<file path="config.mk">
export PLATFORM = sky130hd
export DESIGN_NAME = fabric_switch_route_select_core
export DESIGN_NICKNAME = d
export VERILOG_FILES = /design/src/hdl/fsrs_pkg.sv /design/src/hdl/fabric_switch_route_select_core.sv /design/src/hdl/fsrs_route_logic.sv
export SDC_FILE = /design/constraint.sdc
export NUM_CORES = 1
export LEC_CHECK = 0
export ABC_CLOCK_PERIOD_IN_PS = 18300
export BUFFER_PORTS_ARGS = -buffer_cell sky130_fd_sc_hd__buf_2
export CORE_MARGIN = 2
export CORE_UTILIZATION = 37
export CTS_CLUSTER_DIAMETER = 120
export DETAILED_ROUTE_END_ITERATION = 12
export PLACE_DENSITY_LB_ADDON = 0.25
export SETUP_SLACK_MARGIN = 0.3
export SYNTH_ARGS = -nofsm -noshare
export SYNTH_HDL_FRONTEND = slang
export SYNTH_SLANG_ARGS = --single-unit
</file>
<file path="constraint.sdc">
create_clock -name clk -period 18.3 [get_ports clk]
set_clock_uncertainty 0.05 [all_clocks]
set_input_delay 1.83 -clock clk [delete_from_list [all_inputs] [get_ports clk]]
set_output_delay 1.83 -clock clk [all_outputs]
set_load 0.01 [all_outputs]
</file>
<file path="src/hdl/fsrs_pkg.sv">
// fsrs_pkg: shared types, codes and helpers for the fabric switch route selector
// used by fsrs_route_logic, fabric_switch_route_select_core and fsrs_checker
// no dependencies
package fsrs_pkg;

    localparam int NODE_PORTS = 16;
    localparam int POOL_PORTS = 8;

    localparam logic [7:0] CREDIT_WORDS      = 8'd4;
    localparam logic [7:0] CREDIT_KIND       = 8'd2;
    localparam logic [7:0] SHORT_WRITE_WORDS = 8'd11;

    localparam logic [2:0] REG_NODE_COUNT   = 3'd0;
    localparam logic [2:0] REG_POOL_COUNT   = 3'd1;
    localparam logic [2:0] REG_POOL_ID_BASE = 3'd2;
    localparam logic [2:0] REG_REPLICATE    = 3'd3;
    localparam logic [2:0] REG_POOL_POLICY  = 3'd4;

    typedef enum logic [2:0] {
        OUT_NODE    = 3'd0,
        OUT_CREDIT  = 3'd1,
        OUT_CHOSEN  = 3'd2,
        OUT_REPL    = 3'd3,
        OUT_BLOCKED = 3'd4,
        OUT_BAD     = 3'd5
    } outcome_t;

    // first field in the highest bits, last field (dest_id) in the lowest bits
    typedef struct packed {
        logic [7:0]  pool_ready;
        logic [15:0] node_ready;
        logic [7:0]  access_word_b;
        logic [7:0]  access_word_a;
        logic [7:0]  kind_word;
        logic [7:0]  payload_words;
        logic [15:0] dest_id;
    } msg_t;

    typedef struct packed {
        logic [15:0] new_dest_id;
        logic [7:0]  pool_targets;
        logic [3:0]  node_port;
        outcome_t    outcome;
    } route_t;

    typedef struct packed {
        logic [4:0]  node_count;
        logic [4:0]  nodes;
        logic [3:0]  pools;
        logic [15:0] pool_id_base;
        logic        replicate_enable;
        logic        pool_policy;
    } route_cfg_t;

    typedef struct packed {
        logic       we;
        logic [2:0] value;
    } turn_upd_t;

    // turn modulo pool count, n is at least one when used
    function automatic logic [2:0] turn_mod(input logic [2:0] t, input logic [3:0] n);
        logic [3:0] r;
        r = {1'b0, t};
        for (int i = 0; i < 7; i++)
        begin
            if (n != 4'd0 && r >= n)
            begin
                r = r - n;
            end
        end
        return r[2:0];
    endfunction

    function automatic logic [2:0] lowest_set(input logic [7:0] v);
        logic [2:0] idx;
        idx = 3'd0;
        for (int i = 7; i >= 0; i--)
        begin
            if (v[i])
            begin
                idx = 3'(i);
            end
        end
        return idx;
    endfunction

endpackage

</file>
<file path="src/hdl/fabric_switch_route_select_core.sv">
// fabric_switch_route_select_core: top level of the fabric switch route selector
// depends on fsrs_pkg and fsrs_route_logic
//
// usage
//   s_axis carries one message per transfer (destination id, payload length,
//   credit and access words, node and pool ready masks); m_axis returns one
//   routing decision per message, in order
//   cfg_we/cfg_index/cfg_data write the five control registers; the user
//   must do so only while idle, the block itself does not enforce it
// pipeline
//   an accepted message is registered, decided in one pass of logic and
//   registered again; one message per cycle is taken while m_axis is not
//   stalled; the single decision stage also advances the round-robin turn register
// reset
//   rst_n clears both stages, the turn register and loads register defaults
//   (one node, one pool, pool base 100, no replication, round robin)
// stall
//   a result waiting on m_axis does not block input: the input stage still
//   takes one more message, and s_axis_tready drops only when both are full
module fabric_switch_route_select_core #(
    parameter int MAX_NODES  = 16,
    parameter int MAX_POOLS  = 8,
    parameter int WRITE_CODE = 1
) (
    input  logic        clk,
    input  logic        rst_n,
    input  logic        s_axis_tvalid,
    output logic        s_axis_tready,
    // dest_id, payload_words, kind_word, access_word_a, access_word_b,
    // node_ready, pool_ready
    input  logic [71:0] s_axis_tdata,
    output logic        m_axis_tvalid,
    input  logic        m_axis_tready,
    // outcome, node_port, pool_targets, new_dest_id, one zero pad bit
    output logic [31:0] m_axis_tdata,
    input  logic        cfg_we,
    input  logic [2:0]  cfg_index,
    input  logic [15:0] cfg_data
);
    import fsrs_pkg::*;

    localparam int NODE_CAP = (MAX_NODES < NODE_PORTS) ? MAX_NODES : NODE_PORTS;
    localparam int POOL_CAP = (MAX_POOLS < POOL_PORTS) ? MAX_POOLS : POOL_PORTS;

    logic [4:0]  node_count_reg;
    logic [3:0]  pool_count_reg;
    logic [15:0] pool_id_base_reg;
    logic        replicate_reg;
    logic        policy_reg;
    logic [2:0]  pool_turn_reg;
    logic [2:0]  pool_turn_next;
    logic        in_valid_reg;
    logic        in_valid_next;
    msg_t        in_msg_reg;
    logic        out_valid_reg;
    logic        out_valid_next;
    route_t      out_route_reg;
    route_cfg_t  rcfg;
    route_t      route;
    turn_upd_t   turn_upd;
    logic        in_take;
    logic        advance;

    assign advance       = in_valid_reg && (!out_valid_reg || m_axis_tready);
    assign s_axis_tready = !in_valid_reg || advance;
    assign in_take       = s_axis_tvalid && s_axis_tready;

    assign rcfg.node_count       = node_count_reg;
    assign rcfg.nodes            = (node_count_reg > 5'(NODE_CAP)) ? 5'(NODE_CAP)
                                                                   : node_count_reg;
    assign rcfg.pools            = (pool_count_reg > 4'(POOL_CAP)) ? 4'(POOL_CAP)
                                                                   : pool_count_reg;
    assign rcfg.pool_id_base     = pool_id_base_reg;
    assign rcfg.replicate_enable = replicate_reg;
    assign rcfg.pool_policy      = policy_reg;

    fsrs_route_logic #(
        .WRITE_CODE (WRITE_CODE)
    ) u_route (
        .cfg       (rcfg),
        .msg       (in_msg_reg),
        .pool_turn (pool_turn_reg),
        .route     (route),
        .turn_upd  (turn_upd)
    );

    always_comb
    begin
        in_valid_next = in_valid_reg;
        if (in_take)
        begin
            in_valid_next = 1'b1;
        end
        else if (advance)
        begin
            in_valid_next = 1'b0;
        end
    end

    always_comb
    begin
        out_valid_next = out_valid_reg;
        if (advance)
        begin
            out_valid_next = 1'b1;
        end
        else if (m_axis_tready)
        begin
            out_valid_next = 1'b0;
        end
    end

    assign pool_turn_next = (advance && turn_upd.we) ? turn_upd.value : pool_turn_reg;

    always_ff @(posedge clk or negedge rst_n)
    begin
        if (!rst_n)
        begin
            in_valid_reg  <= 1'b0;
            out_valid_reg <= 1'b0;
            pool_turn_reg <= 3'd0;
        end
        else
        begin
            in_valid_reg  <= in_valid_next;
            out_valid_reg <= out_valid_next;
            pool_turn_reg <= pool_turn_next;
        end
    end

    always_ff @(posedge clk or negedge rst_n)
    begin
        if (!rst_n)
        begin
            node_count_reg   <= 5'd1;
            pool_count_reg   <= 4'd1;
            pool_id_base_reg <= 16'd100;
            replicate_reg    <= 1'b0;
            policy_reg       <= 1'b0;
        end
        else if (cfg_we)
        begin
            unique case (cfg_index)
                REG_NODE_COUNT:   node_count_reg   <= cfg_data[4:0];
                REG_POOL_COUNT:   pool_count_reg   <= cfg_data[3:0];
                REG_POOL_ID_BASE: pool_id_base_reg <= cfg_data;
                REG_REPLICATE:    replicate_reg    <= cfg_data[0];
                REG_POOL_POLICY:  policy_reg       <= cfg_data[0];
                default:
                begin
                end
            endcase
        end
    end

    always_ff @(posedge clk)
    begin
        if (in_take)
        begin
            in_msg_reg <= msg_t'(s_axis_tdata);
        end
        if (advance)
        begin
            out_route_reg <= route;
        end
    end

    assign m_axis_tvalid = out_valid_reg;
    assign m_axis_tdata  = {1'b0, out_route_reg};

endmodule

</file>
<file path="src/hdl/fsrs_route_logic.sv">
// fsrs_route_logic: routing decision for one message, pure combinational
// depends on fsrs_pkg
module fsrs_route_logic #(
    parameter int WRITE_CODE = 1
) (
    input  fsrs_pkg::route_cfg_t cfg,
    input  fsrs_pkg::msg_t       msg,
    input  logic [2:0]           pool_turn,
    output fsrs_pkg::route_t     route,
    output fsrs_pkg::turn_upd_t  turn_upd
);
    import fsrs_pkg::*;

    localparam logic [7:0] WRITE_BYTE = 8'(WRITE_CODE);

    logic        node_hit;
    logic        pool_hit;
    logic [15:0] idx;
    logic        is_credit;
    logic        is_write;
    logic [7:0]  all_mask;
    logic [7:0]  upper_mask;
    logic [7:0]  ready_mask;
    logic [7:0]  hi_mask;
    logic [2:0]  start;
    logic [2:0]  pick;
    logic [2:0]  pick_next;

    always_comb
    begin
        for (int i = 0; i < POOL_PORTS; i++)
        begin
            all_mask[i]   = 4'(i) < cfg.pools;
            upper_mask[i] = 3'(i) >= start;
        end
    end

    assign node_hit   = msg.dest_id < {11'd0, cfg.node_count};
    assign pool_hit   = msg.dest_id >= cfg.pool_id_base;
    assign idx        = msg.dest_id - cfg.pool_id_base;
    assign is_credit  = msg.payload_words == CREDIT_WORDS && msg.kind_word == CREDIT_KIND;
    assign is_write   = (msg.payload_words > SHORT_WRITE_WORDS) ?
                        (msg.access_word_b == WRITE_BYTE) :
                        (msg.payload_words == SHORT_WRITE_WORDS &&
                         msg.access_word_a == WRITE_BYTE);
    assign start      = turn_mod(pool_turn, cfg.pools);
    assign ready_mask = msg.pool_ready & all_mask;
    assign hi_mask    = ready_mask & upper_mask;
    assign pick       = (|hi_mask) ? lowest_set(hi_mask) : lowest_set(ready_mask);
    assign pick_next  = ((4'(pick) + 4'd1) == cfg.pools) ? 3'd0 : pick + 3'd1;

    always_comb
    begin
        route.outcome      = OUT_BLOCKED;
        route.node_port    = 4'd0;
        route.pool_targets = 8'd0;
        route.new_dest_id  = msg.dest_id;
        turn_upd.we        = 1'b0;
        turn_upd.value     = pick_next;
        priority if (node_hit)
        begin
            if (msg.dest_id >= {11'd0, cfg.nodes})
            begin
                route.outcome = OUT_BAD;
            end
            else if (msg.node_ready[msg.dest_id[3:0]])
            begin
                route.outcome   = OUT_NODE;
                route.node_port = msg.dest_id[3:0];
            end
        end
        else if (pool_hit)
        begin
            priority if (is_credit)
            begin
                if (idx >= {12'd0, cfg.pools})
                begin
                    route.outcome = OUT_BAD;
                end
                else if (msg.pool_ready[idx[2:0]])
                begin
                    route.outcome      = OUT_CREDIT;
                    route.pool_targets = 8'd1 << idx[2:0];
                end
            end
            else if (cfg.pools == 4'd0)
            begin
                route.outcome = OUT_BLOCKED;
            end
            else if (cfg.replicate_enable && is_write)
            begin
                if ((msg.pool_ready & all_mask) == all_mask)
                begin
                    route.outcome      = OUT_REPL;
                    route.pool_targets = all_mask;
                    route.new_dest_id  = cfg.pool_id_base;
                end
            end
            else if (cfg.pool_policy)
            begin
                if (msg.pool_ready[0])
                begin
                    route.outcome      = OUT_CHOSEN;
                    route.pool_targets = 8'd1;
                    route.new_dest_id  = cfg.pool_id_base;
                end
            end
            else if (|ready_mask)
            begin
                route.outcome      = OUT_CHOSEN;
                route.pool_targets = 8'd1 << pick;
                route.new_dest_id  = cfg.pool_id_base + 16'(pick);
                turn_upd.we        = 1'b1;
            end
        end
        else
        begin
            route.outcome = OUT_BAD;
        end
    end

endmodule

</file>
==> out/qor.csv <==
metric;value;unit
run status;completed;
CTS tree;built;
Distinct cells, synth;87;
gate count after technology mapping;934;
Yosys warning count;0;
FFs w/ async S/R, synth;23.70;%
Syn Nets;1103;
Final nets;1228;
Hold Vio Cnt, Final;0;
Total GRT Usage;19.50;%
EDFF count, synth;103;
Layout area overhead;17.15;%
RSZ-0062 raised after global routing;no;
core footprint;24390;sq um
Detail Placement HPWL;18880;microns
Slew Limit Fails;0;
largest cells by area after synthesis;edfxtp_1 (34%), ha_1 (8.7%), dfrtp_1 (7.3%);
final number of setup-violating endpoints;0;
fmax;0.06107;GHz
Skew-Pair Late Insertion Delay;0.43;ns
Slew @ Worst Pin;0.8476;ns
WL per Instance;17.95;microns
htree depth;4;
CP Max Fanout;15;
slowest stage cell, crit path;dfrtp_1;
clk buf depth;2;
hold crit path type;flip-flop to flip-flop;
final setup TNS;0;ns
ANT cells;0;
clock transition at the registers of the reported paths;0.07;ns
Required @ worst endpoint;18.43;ns
Primary FF master, synth;edfxtp_1;
Buffers on Ports;128;
Vias/cell;5.534;
Residual DRC;0;
CTS Root Cell;clkbuf_16;
most frequent CP cell;fa_1;
TritonCTS Buffers;17;
largest net degree at the start of global routing;73;
sequential fraction of the synthesis area;42.40;%
WS Path Type;flip-flop to flip-flop;
Critical Path Max Stage Delay;0.72;ns
layout cells sized above 1;21.18;%
Rows;57;
GPL Wtd Cong;0.8873;
headroom to the max-slew limit;42.72;%
number of max-cap violations;0;
Setup crit end kind;flip-flop;
Die Footprint;26140;sq um
die height;161.7;microns
Tmin final;16.37;ns
area share of the largest cell type after synthesis;33.62;%
Synth area leader;edfxtp_1;
Largest register FFs;72;
initial DRC count;509;
vias in the first global route;7714;
startpoint types;flip-flop;
DR pass1 iterations;5;
period utilization;89.48;%
initial antenna violation count;0;
Arr. time, crit path;16.51;ns
register bit total from synthesis;135;
Final ANT Viol Nets;0;
CTS sink count;135;
Post-Route WL;25060;microns
syn avg cell area;9.849;sq um
Synth Cell Area;9199;sq um
I/O pin total;130;
first-pass GRT wire length;40420;microns
Die Wd;161.7;microns
grt total ovfl;0;
Top delay family on crit path;compound AO/OA/AOI/OAI gates;
via count;7725;
initial core utilization;37.71;%
CP bufs+invs;3;
## timing repair
action | CTS | global route
buffers inserted | 0 | 3
resized for setup | 0 | 1
hold buffers | 0 | 0
setup endpoints to repair | 0 | 3
## cells in the mapped netlist, types with 14 or more instances
cell      instances
nand2_1         109
edfxtp_1        103
o21ai_0          86
ha_1             64
a21oi_1          59
inv_1            58
nor2_1           55
clkbuf_1         27
dfrtp_1          27
mux2_2           21
a21o_1           17
and2_1           16
nand3_1          15
nor3_1           14
## kinds of logic after synthesis
group           synth area share (%)
buf+inv                        3.972
fa+ha+maj                      10.66
mux                            5.128
xor+xnor                       1.714
other cells                  0.04077
flops                          42.40
simple gates                   15.72
compound gates                 20.36
## path summary, 6_finish.rpt
kind | start | end | slack, ns | cells after the start
setup / recovery | pool_count_reg[3] | m_axis_tdata[27] | 1.93 | 60
hold / removal | in_valid_reg | m_axis_tvalid | 0.44 | 1
setup reg to reg | pool_count_reg[3] | m_axis_tdata[27] | 1.93 | 60
hold reg to reg | in_valid_reg | m_axis_tvalid | 0.44 | 1
max in group asynchronous | rst_n | pool_turn_reg[2] | 16.21 | 1
min in group asynchronous | rst_n | pool_id_base_reg[13] | 1.45 | 1
## final cells by class
cell class / count / area (sq um)
clock inverter: 15 / 151.4
inverter: 60 / 229.0
sequential: 135 / 3900
fill: 2372 / 13610
timing repair buffer: 138 / 715.7
clock buffer: 17 / 425.4
multi-input combinational: 707 / 4950
tap: 324 / 405.4
## per-stage QoR
| stage | hold slack, ns | std cells | cell area, sq um | utilization (%) | worst slack [ns] |
|---|---|---|---|---|---|
| 2_1_floorplan | 0.3985 | 934 | 9199 | - | 4.176 |
| 3_3_place_gp | 0.4217 | 1361 | 10170 | 41.71 | 2.197 |
| 3_5_place_dp | 0.4234 | 1361 | 10170 | 41.71 | 1.624 |
| 4_1_cts | 0.4383 | 1393 | 10750 | 44.08 | 1.625 |
| 5_1_grt | 0.4595 | 1396 | 10780 | 44.18 | 0.5523 |
| 6_report | 0.4394 | 1396 | 10780 | 44.18 | 1.925 |
## cells in the final DEF (no fill, tap or decap), types with 13 or more instances in the layout
cell type and n:
a21o_1 17, a21oi_1 59, a31oi_1 13, and2_1 15, buf_2 128, clkbuf_16 17, dfrtp_1 27, edfxtp_1 103
ha_1 64, inv_1 58, mux2_2 21, nand2_1 109, nand2b_1 13, nand3_1 15, nor2_1 55, nor3_1 14
o21ai_0 86, xnor2_1 13
## metal layers
metal | up-vias | global-route usage (%) | share of wire, %
met4 | 0 | 6.637 | 1.9
li1 | 3766 | - | -
met3 | 33 | 5.363 | 8.4
met1 | 3648 | 26.56 | 45
met2 | 278 | 30.09 | 45
met5 | - | 0 | 0
Power is left out: the tool's default activity adds up to more than one toggle a clock period on the data nets, which glitch-free logic cannot reach.
